`config.mk`:
```
export PLATFORM = sky130hd
export DESIGN_NAME = dvsm_voice_state
export DESIGN_NICKNAME = d
export VERILOG_FILES = /design/src/hdl/dvsm_pkg.sv /design/src/hdl/dvsm_voice_state.sv
export SDC_FILE = /design/constraint.sdc
export NUM_CORES = 1
export LEC_CHECK = 0
export ABC_AREA = 1
export ABC_CLOCK_PERIOD_IN_PS = 5900
export BUFFER_PORTS_ARGS = -buffer_cell sky130_fd_sc_hd__buf_2
export CORE_MARGIN = 2
export CORE_UTILIZATION = 33
export DETAILED_ROUTE_END_ITERATION = 10
export GPL_ROUTABILITY_DRIVEN = 0
export GPL_TIMING_DRIVEN = 0
export MAX_ROUTING_LAYER = met4
export PLACE_DENSITY = 0.48
export SLEW_MARGIN = 20
export SYNTH_ARGS = -nofsm -noshare
export SYNTH_HDL_FRONTEND = slang
export SYNTH_SLANG_ARGS = --single-unit
```
`constraint.sdc`:
```
create_clock -name clk -period 5.9 [get_ports clk]
set_input_delay 0.885 -clock clk [delete_from_list [all_inputs] [get_ports clk]]
set_output_delay 0.885 -clock clk [all_outputs]
set_load 0.005 [all_outputs]
```
`src/hdl/dvsm_pkg.sv`:
```
package dvsm_pkg;

    typedef enum logic [3:0] {
        ST_IDLE  = 4'b0001,
        ST_RUN   = 4'b0010,
        ST_DRAIN = 4'b0100,
        ST_DONE  = 4'b1000
    } state_t;

    localparam logic        REQ_LOAD = 1'b0;
    localparam logic        REQ_TICK = 1'b1;
    localparam logic [15:0] MIDPOINT = 16'h8000;

    typedef struct packed {
        logic valid;
        logic last;
    } step_t;

    typedef struct packed {
        logic valid;
        logic last;
        logic play;
    } play_t;

endpackage

```
`src/hdl/dvsm_voice_state.sv`:
```
module dvsm_voice_state #(
    parameter int VOICE_COUNT  = 8,
    parameter int SAMPLE_DEPTH = 32768,
    localparam int VW          = (VOICE_COUNT > 1) ? $clog2(VOICE_COUNT) : 1,
    localparam int PW          = $clog2(SAMPLE_DEPTH)
) (
    input  logic                   clk,
    input  logic                   rst_n,
    input  dvsm_pkg::step_t        step_in,
    input  logic [VW-1:0]          step_voice,
    input  logic [VOICE_COUNT-1:0] trig_vec,
    output dvsm_pkg::play_t        play_out,
    output logic [VW-1:0]          play_voice,
    output logic [PW-1:0]          play_pos
);

    logic [PW-1:0]          pos_mem [0:VOICE_COUNT-1];
    logic [PW-1:0]          pos_rd_reg;
    dvsm_pkg::step_t        s1_reg;
    logic [VW-1:0]          s1_voice_reg;
    logic [VOICE_COUNT-1:0] active_reg;
    logic [VOICE_COUNT-1:0] active_next;

    logic          hit;
    logic          live;
    logic [PW-1:0] base;
    logic [PW:0]   nxt;
    logic          stop;
    logic          play;
    logic          wr_en;
    logic [PW-1:0] wr_pos;

    always_comb
    begin
        hit    = trig_vec[s1_voice_reg];
        live   = active_reg[s1_voice_reg] | hit;
        base   = hit ? '0 : pos_rd_reg;
        nxt    = {1'b0, base} + (PW+1)'(1);
        stop   = nxt >= (PW+1)'(SAMPLE_DEPTH);
        play   = live & ~stop;
        wr_en  = s1_reg.valid & live;
        wr_pos = stop ? '0 : nxt[PW-1:0];
        active_next = active_reg;
        if (s1_reg.valid)
        begin
            active_next[s1_voice_reg] = play;
        end
    end

    always_ff @(posedge clk)
    begin
        if (step_in.valid)
        begin
            pos_rd_reg <= pos_mem[step_voice];
        end
        if (wr_en)
        begin
            pos_mem[s1_voice_reg] <= wr_pos;
        end
        s1_voice_reg <= step_voice;
    end

    always_ff @(posedge clk or negedge rst_n)
    begin
        if (!rst_n)
        begin
            s1_reg     <= '0;
            active_reg <= '0;
        end
        else
        begin
            s1_reg     <= step_in;
            active_reg <= active_next;
        end
    end

    assign play_out.valid = s1_reg.valid;
    assign play_out.last  = s1_reg.last;
    assign play_out.play  = play;
    assign play_voice     = s1_voice_reg;
    assign play_pos       = nxt[PW-1:0];

`ifndef SYNTHESIS
    // position zero is never heard
    a_no_pos_zero: assert property (@(posedge clk) disable iff (!rst_n)
        play_out.valid && play_out.play |-> play_pos != '0)
        else $error("voice plays at position zero");

    a_trig_starts: assert property (@(posedge clk) disable iff (!rst_n)
        s1_reg.valid && hit |-> wr_en && (stop || wr_pos == PW'(1)))
        else $error("triggered voice did not restart");
`endif

endmodule

```
# Yosys cells after proc, flatten, opt, wreduce, memory -nomap -nowiden
# Memories as Yosys holds them, arrays and structs flattened. A register that Yosys moved wholly into a read port is not among the register bits.
# Index checks and enable logic that the tools add are counted.
# op_classes
n_addsub	1
order_cmp	3
mux	11
bitwise	4
reduce_logical	1
# op_table
cell	count
$mux W15	2
$add A15 B1 Y16 const B	1
$ge A16 B16 Y1 const B	1
$bwmux W8	1
$bmux W1 S3	2
$mux W1	5
$lt A3 B4 Y1 const B	1
$demux W1 S3	1
$ge A3 B1 Y1 const B	1
$and A1 B1 Y1	2
$logic_and A1 B1 Y1	1
$not A1 Y1	1
$or A1 B1 Y1	1
# totals
reg_bits	13
mem_bits_rw	120
input_bits	15
out_inout_bits	21
n_memories	1
# mem_list
memory	words	width	rd	rd_ports_with_merged_regs	wr	line_no	text
pos_mem	8	15	1	1	1	dvsm_voice_state.sv:17	logic [PW-1:0] pos_mem [0:VOICE_COUNT-1];

# Logic depth before layout (Yosys ltp)
# Gate-level depths: netlist of run 1.
# logic_depth
depth_word	8
mapped_depth	20
depth_no_buf	17

# Least setup slack after synthesis of run 1
# OpenSTA, ideal clock, no wires.
# synth_path
path_type	input -> output
start	in trig_vec[1]
end	out play_pos[10]
arrival_time_ps	2654
required_ps	5015
slack_ps	2361
stages	18
cell_sequence	inv_1 > nand2_1 > nand3_1 > nand2_2 > nor2_8 > buf_6 > buf_6 > nand2_1 > inv_1 > ha_1 > nand2_1 > nand3b_1 > nor2_4 > nand2_1 > nor2_1 > nand2_1 > nand2_1 > inv_1
# synth_via
elab_chain_cells	4
# synth_lines
item	line_no	text
start, declared	dvsm_voice_state.sv:11	input logic [VOICE_COUNT-1:0] trig_vec,
$bmux W1 S3	dvsm_voice_state.sv:35	hit = trig_vec[s1_voice_reg];
$mux W1 (implied by the code)	dvsm_voice_state.sv:35	
$mux W15	dvsm_voice_state.sv:37	base = hit ? '0 : pos_rd_reg;
$add A15 B1 Y16	dvsm_voice_state.sv:38	nxt = {1'b0, base} + (PW+1)'(1);
end, declared	dvsm_voice_state.sv:14	output logic [PW-1:0] play_pos
# No other way between the ends. The select of a mux whose other input is x is not followed.

# Final worst setup path of run 1
# layout_path
start	reg s1_voice_reg[0] (netlist: play_voice[0])
end	out play_pos[10]
# layout_via
elab_chain_cells	4
# layout_lines
item	line_no	text
start, declared	dvsm_voice_state.sv:20	logic [VW-1:0] s1_voice_reg;
start signal, assigned	dvsm_voice_state.sv:60	s1_voice_reg <= step_voice;
$bmux W1 S3	dvsm_voice_state.sv:35	
$mux W1 (implied by the code)	dvsm_voice_state.sv:35	
$mux W15	dvsm_voice_state.sv:37	
$add A15 B1 Y16	dvsm_voice_state.sv:38	
# No other way between the ends. The select of a mux whose other input is x is not followed.

==> impl_metrics.csv, run 1 <==
group,metric,value,unit
outcome,status,"completed",
worst_setup_path,critPathArrivalTime,3.35,ns
routing,wl,17000,um
sta,timing_hold_violations_final,0,
global_routing,grt.total_usage,17.9,%
layout,largest_reg_flops,120,
sta,rsz0062_at_grt,"false",
logic_synthesis,synth_area,6440,um2
worst_setup_path,crit_chain,"buf_6 -> clkinv_2 -> buf_6 -> nand2_1 -> nand3_1 -> nand2_2 -> nor2_8 -> buf_6 -> buf_6 -> nand2_1 -> inv_1 -> ha_1 -> nand2_1 -> nand3b_1 -> nor2_4 -> nand2_1 -> nor2_1 -> nand2_1 -> nand2_1 -> inv_1 -> buf_2",
layout,drive_gt1_share,15.6,%
floorplan,die_area,20600,um2
routing,vias_per_cell,4.82,
power_and_ir_drop,comb_power_share,9.9,%
global_routing,grt_use_met1,23.7,%
clock_tree,cts_tree,"yes",
global_routing,grt_pass1_vias,4221,
worst_setup_path,crit_path_frequent_cell,"nand2_1",
floorplan,core-area,19300,um2
place,dp_hpwl,11600,um
clock_tree,cts-root-buf,"clkbuf_16",
global_routing,overflow,0,
worst_setup_path,slowest_delay,0.32,ns
sta,max_freq,236,MHz
clock_tree,cts_sinks,148,
routing,drt_iter0_markers,370,
sta,worst_slew_pin_slew,0.768,ns
floorplan,num_rows,51,
power_and_ir_drop,swShare,23.2,%
layout,final_cell_area,7670,um2
worst_setup_path,critPathSlowestCell,"dfxtp_1",
clock_tree,cts_inserted_buffers,17,
routing,wl_per_cell,18.5,um
global_routing,grt_pass1_wl,25400,um
logic_synthesis,synth_edf_count,135,
clock_tree,postCtsHoldBufs,0,
clock_tree,insertion_delay,0.43,ns
logic_synthesis,synth_cell_types,35,
sta,fin_setup_tns,0,ns
global_routing,met3_usage,4.00,%
hold_path,hp-class,"input pin to async pin",
worst_setup_path,path_class,"flip-flop to output port",
floorplan,initial_core_util,33.3,%
sta,fin_ws,1.66,ns
clock_tree,cts_max_path_buffers,2,
sta,finalCritPeriodShare,71.8,%
floorplan,die_h,144,um
power_and_ir_drop,seqPwrFrac,47.7,%
worst_setup_path,critPathTopFamily,"simple AND/OR/NAND/NOR gates",
place,placed_cell_area,7070,um2
routing,drt_pre_antenna_iters,4,
sta,fin_hold_ws,0.318,ns
global_routing,met2_usage,27.5,%
power_and_ir_drop,internal_power,1.98,mW
floorplan,io_pins,36,
sta,drv_slew,0,
logic_synthesis,synth_warnings,0,
routing,antenna_left,0,
global_routing,grt_max_degree,17,
clock_tree,cts.clk_slew.worst_paths,0.06,ns
power_and_ir_drop,p_clk_share,42.4,%
logic_synthesis,synthFlopType,"edfxtp_1",
floorplan,die_w,144,um
layout,antennaDiodeCount,0,
sta,fin_worst_skew,0.00735,ns
power_and_ir_drop,ir_worst_vdd,0.000212,V
logic_synthesis,ys_seq_area_share,67.8,%
global_routing,grt.busiest_layer,"met2",
clock_tree,htreeDepth,4,
flow_run,max_cap_violations,0,
worst_setup_path,required,5.02,ns
place,io_buffer_count,35,
routing,via_count,4418,
worst_setup_path,cp_max_fo,10,
power_and_ir_drop,p_per_area,337,nW/um2
layout,syn_to_final_growth,19.1,%
logic_synthesis,syn_inst,579,
logic_synthesis,syn_avg_cell_area,11.1,um2
power_and_ir_drop,p_sw,601,uW
global_routing,antenna_found_initial,0,
sta,setup_viol,0,
logic_synthesis,synth_seq_cells,148,
sta,relSlewSlack,48.4,%
place,pre_cts_slack,1.69,ns
logic_synthesis,async_flop_share,6.76,%
worst_setup_path,crit_buf_inv,8,
routing,drc,0,
layout,fin_nets,657,
sta,period_needed,4.24,ns
clock_tree,postCtsSetupRepairBufs,0,
logic_synthesis,synthesis.nets,595,
worst_setup_path,cp-end-kind,"output port",
power_and_ir_drop,power_leakage,2.81,nW
clock_tree,cts_resized,0,
worst_setup_path,cp-start-kind,"flip-flop",
layout make-up:
type | count | area, um2
sequential | 148 | 4360
tap | 265 | 332
timing repair buffer | 43 | 284
clock buffer | 17 | 425
fill | 1874 | 11700
clock inverter | 13 | 166
multi-input combinational | 358 | 1790
buffer | 27 | 135
inverter | 46 | 174
cells in the mapped netlist (2+ instances only):
library cell	n	area, um2
inv_1	42	158
edfxtp_1	135	4050
nand4_1	2	12.5
inv_2	2	7.51
clkbuf_1	21	78.8
buf_6	4	45.0
nor2_1	144	541
nand3_2	6	60.1
xor2_1	5	43.8
nand2_2	2	12.5
a31oi_1	15	93.8
nor2_4	5	56.3
dfxtp_1	3	60.1
nand2_1	59	221
xnor2_1	9	78.8
dfrtp_1	10	250
nand3_1	21	105
o21ai_0	60	300
nor3_1	2	10.0
o22ai_1	17	106
worst paths after layout:
check	cells after the start	from	slack (ns)	endpoint
max in group asynchronous	1	rst_n	5.38	play_out[2]
hold reg to reg	2	active_reg[0]	0.49	active_reg[0]
setup reg to reg	19	play_voice[0]	2.35	pos_mem[5][10]
setup / recovery	21	play_voice[0]	1.66	play_pos[10]
min in group clk	2	active_reg[0]	0.49	active_reg[0]
hold / removal	1	rst_n	0.32	play_out[1]
power groups by stage:
stage | Combinational (mW) | Sequential (mW) | Clock, mW
finish | 0.256 | 1.23 | 1.09
CTS | 0.259 | 1.23 | 1.11
global route | 0.287 | 1.24 | 1.15
global placement | 0.247 | 1.25 | 0
detailed placement | 0.258 | 1.25 | 0
floorplan | 0.157 | 1.25 | 0
routing by layer:
metal / part of all wire [%] / wire [um] / up-vias
li1: - / - / 2120
met2: 47 / 7930 / 113
met1: 47 / 7910 / 2158
met5: 0 / 0 / -
met4: 1.5 / 263 / 0
met3: 5.2 / 883 / 27
worst reg2reg max path: cells and delay by family (launching register included):
kind | cells | cell delay (ns)
compound gates | 1 | 0.14
fa+ha+maj | 1 | 0.20
buf+inv | 6 | 0.74
flops | 1 | 0.32
simple gates | 11 | 1.86
kinds of logic (layout without fill, tap and decap cells):
logic type,after synthesis,count (layout),share of synthesized area [%]
compound gates,96,96,8.18
xor+xnor,14,14,1.90
fa+ha+maj,1,1,0.194
buf+inv,73,146,4.80
flops,148,148,67.8
simple gates,247,247,17.1
through the flow:
stage,power (mW),instances,util [%]
finish,2.58,917,39.6
global route,2.68,917,39.6
CTS,2.60,917,39.6
detailed placement,1.51,887,36.6
global placement,1.50,879,35.9
floorplan,1.41,579,-
cells in the final DEF, fill, tap and decap left out, drive strengths merged, types with 5 or more instances in the layout:
| cell | n |
|---|---|
| a31oi | 15 |
| buf | 49 |
| clkbuf | 38 |
| clkinv | 11 |
| dfrtp | 10 |
| edfxtp | 135 |
| inv | 44 |
| nand2 | 61 |
| nand3 | 28 |
| nor2 | 151 |
| o21ai | 61 |
| o22ai | 17 |
| xnor2 | 9 |
| xor2 | 5 |
No activity file was read; power rests on OpenSTA's default activity.
==> run 2: changes to the inputs <==
Settings changed: ABC_AREA 1 to 0, ABC_CLOCK_PERIOD_IN_PS 5900 to 3800, PLACE_DENSITY 0.48 to 0.5.
Clock period 5.9 ns to 3.8 ns, I/O delays scaled along.
==> run 2 against run 1 <==
Compared with the run above:
- routed wire length is 17% lower
- via count is 26% lower
- setup slack worse by 1.5 ns
- first-iteration DRC count is 39% lower
- sequential power is 56% higher
- worst hold slack worse by 0.30 ns
==> impl_metrics.csv, run 2 <==
group,metric,value,unit
logic_synthesis,synth_cell_types,39,
worst_setup_path,cp-startpoint,"play_voice[0]",
worst_setup_path,crit_chain,"mux4_2 -> mux2i_4 -> nand2_1 -> inv_1 -> ha_2 -> and2_4 -> nand3_1 -> or3_4 -> a21oi_2 -> buf_2",
worst_setup_path,path_class,"flip-flop to output port",
hold_path,hp-class,"input pin to async pin",
global_routing,overflow,0,
power_and_ir_drop,ir_worst_vdd,0.000325,V
worst_setup_path,cp-start-kind,"flip-flop",
worst_setup_path,critPathArrivalTime,3.02,ns
sta,worst_slew_pin_slew,0.928,ns
logic_synthesis,ys_seq_area_share,70.9,%
logic_synthesis,synth.area.top_cells,"edfxtp_1 (66%), mux4_2 (12%), dfrtp_1 (4.1%)",
worst_setup_path,r2r_cells,9,
global_routing,antenna_found_initial,0,
global_routing,grt_pass1_vias,3432,
sta,finalCritPeriodShare,94.5,%
routing,wl_met1,6550,um
logic_synthesis,synth_area,6160,um2
floorplan,initial_core_util,33.9,%
floorplan,die_w,141,um
layout,antennaDiodeCount,0,
routing,vias_per_cell,5.12,
floorplan,core-area,18100,um2
layout,final_common_cell,"edfxtp_1",
clock_tree,cts_max_path_buffers,2,
global_routing,grt_pass1_wl,21500,um
worst_setup_path,crit_buf_inv,2,
clock_tree,htreeDepth,4,
sta,fin_setup_tns,0,ns
routing,wl_met3,579,um
sta,relSlewSlack,37.5,%
power_and_ir_drop,p_per_area,551,nW/um2
layout,fin_nets,414,
clock_tree,cts.clk_slew.worst_paths,0.06,ns
logic_synthesis,synth_top_area_share,65.8,%
worst_setup_path,r2r_slack,0.80,ns
logic_synthesis,yosys.area.top_type,"edfxtp_1",
flow_run,max_cap_violations,0,
sta,period_needed,3.59,ns
routing,wl_met2,6910,um
layout,fill_cells,1665,
routing,routed.top_layer,"met4",
logic_synthesis,async_flop_share,6.76,%
global_routing,grt_max_degree,17,
logic_synthesis,synth_edf_count,135,
routing,drt_iter0_markers,227,
routing,drc,0,
floorplan,num_rows,49,
place,dpl.cell_count,608,
layout,drive_gt1_share,36.0,%
logic_synthesis,synth_seq_cells,148,
clock_tree,cts_tree,"yes",
sta,setup_viol,0,
global_routing,grt.total_usage,15.7,%
power_and_ir_drop,fin_total_pwr,4.05,mW
clock_tree,cts_inserted_buffers,17,
sta,fin_worst_skew,0.0107,ns
floorplan,io_pins,36,
worst_setup_path,required,3.23,ns
floorplan,die_area,19800,um2
floorplan,die_h,141,um
worst_setup_path,slowest_delay,0.56,ns
layout,final_cell_area,7350,um2
sta,fin_hold_ws,0.0142,ns
logic_synthesis,syn_avg_cell_area,18.0,um2
worst_setup_path,critPathTopFamily,"simple AND/OR/NAND/NOR gates",
outcome,status,"completed",
routing,wl_per_cell,22.1,um
routing,via_count,3279,
worst_setup_path,rr_startpoint,"play_voice[0]",
layout,stdcell_count,640,
worst_setup_path,cp-end-kind,"output port",
sta,rsz0062_at_grt,"false",
worst_setup_path,reg2reg_to,"pos_mem[6][14]",
sta,drv_slew,0,
layout,syn_to_final_growth,19.3,%
logic_synthesis,synth_warnings,0,
logic_synthesis,syn_inst,342,
logic_synthesis,synth_most_common_cell,"edfxtp_1",
sta,max_freq,279,MHz
worst_setup_path,critPathSlowestCell,"mux4_2",
logic_synthesis,synth_common_cells,"edfxtp_1 (135), mux4_2 (32), nor2_1 (27), mux2_2 (17), o21ai_0 (15)",
layout,final_cell_mix,"edfxtp_1 (135), buf_2 (41), mux4_2 (33)",
layout,largest_reg_flops,120,
logic_synthesis,synthesis.nets,358,
worst_setup_path,cp_max_fo,6,
logic_synthesis,synthFlopType,"edfxtp_1",
routing,antenna_left,0,
clock_tree,postCtsHoldBufs,0,
clock_tree,cts-root-buf,"clkbuf_16",
place,io_buffer_count,35,
place,placed_cell_area,6700,um2
sta,timing_hold_violations_final,0,
routing,drt_pre_antenna_iters,4,
clock_tree,insertion_delay,0.42,ns
place,dp_hpwl,8830,um
routing,wl,14200,um
power_and_ir_drop,power_leakage,2.46,nW
clock_tree,cts_sinks,148,
==> run 2: cell count changes after synthesis, sizes merged, moves of 6 or more <==
cell | previous run | this run
o22ai | 17 | 0
nand3 | 28 | 5
a31oi | 15 | 0
nor2 | 151 | 28
mux2i | 0 | 9
xnor2 | 9 | 1
and2 | 0 | 6
o21ai | 61 | 15
mux2 | 0 | 18
mux4 | 0 | 33
nand2 | 61 | 9
clkbuf | 21 | 8
inv | 44 | 2
==> run 2: worst max-delay path by stage <==
stage	end	slack (ns)	depth (start not counted)
final	play_pos[14]	0.21	10
after global routing	play_pos[14]	0.03	10
after CTS	play_pos[14]	0.002	10
after detailed placement	play_pos[14]	-0.46	12
after global placement	pos_mem[2][12]	-0.53	5
after floorplan	play_pos[14]	0.47	10
==> run 2: cell type report <==
cell class | count | area, um2 | share of cell area [%]
sequential | 148 | 4370 | 59.4
multi-input combinational | 173 | 1770 | 24.1
clock buffer | 19 | 433 | 5.89
tap | 229 | 287 | 3.90
timing repair buffer | 39 | 209 | 2.84
clock inverter | 13 | 183 | 2.49
buffer | 17 | 91.3 | 1.24
inverter | 2 | 7.51 | 0.102
==> run 2: kinds of logic (layout without fill, tap and decap cells) <==
group | Yosys count | after routing | share of synthesized area, %
compound gates | 26 | 26 | 2.36
xor+xnor | 11 | 11 | 1.56
fa+ha+maj | 1 | 1 | 0.203
buf+inv | 21 | 90 | 1.71
flops | 148 | 148 | 70.9
mux | 60 | 60 | 16.9
simple gates | 75 | 75 | 6.38
==> run 2: per-stage QoR <==
stage	util (%)	setup slack (ns)
finish	40.5	0.211
global route	40.5	0.0265
CTS	40.4	0.00151
detailed placement	36.9	-0.459
global placement	36.5	-0.529
floorplan	-	0.469
==> run 2: report_power, final <==
part           leakage, nW  internal [mW]  switching [mW]
Sequential            1.38           1.88          0.0352
Clock                0.291           1.10           0.657
Combinational        0.784          0.151           0.222
Total                 2.46           3.13           0.915
==> run 2: worst reg2reg max path, stage by stage, from the launching register on <==
cell	delay (ns)
dfxtp_2	0.37
mux4_2	0.56
mux2i_4	0.23
nand2_1	0.12
inv_1	0.08
ha_2	0.22
and2_4	0.21
nand3_1	0.13
or3_4	0.42
a21oi_1	0.42
==> run 2: routing by layer <==
metal / GRT usage (%) / vias to the layer above
met4: 4.58 / 0
met3: 3.74 / 7
met2: 24.0 / 75
met5: - / -
met1: 21.1 / 1722
li1: - / 1475
==> run 2: timing repair <==
action,in CTS,in global routing
resized for setup,7,4
endpoints found under the setup margin,14,1
setup buffers,2,0
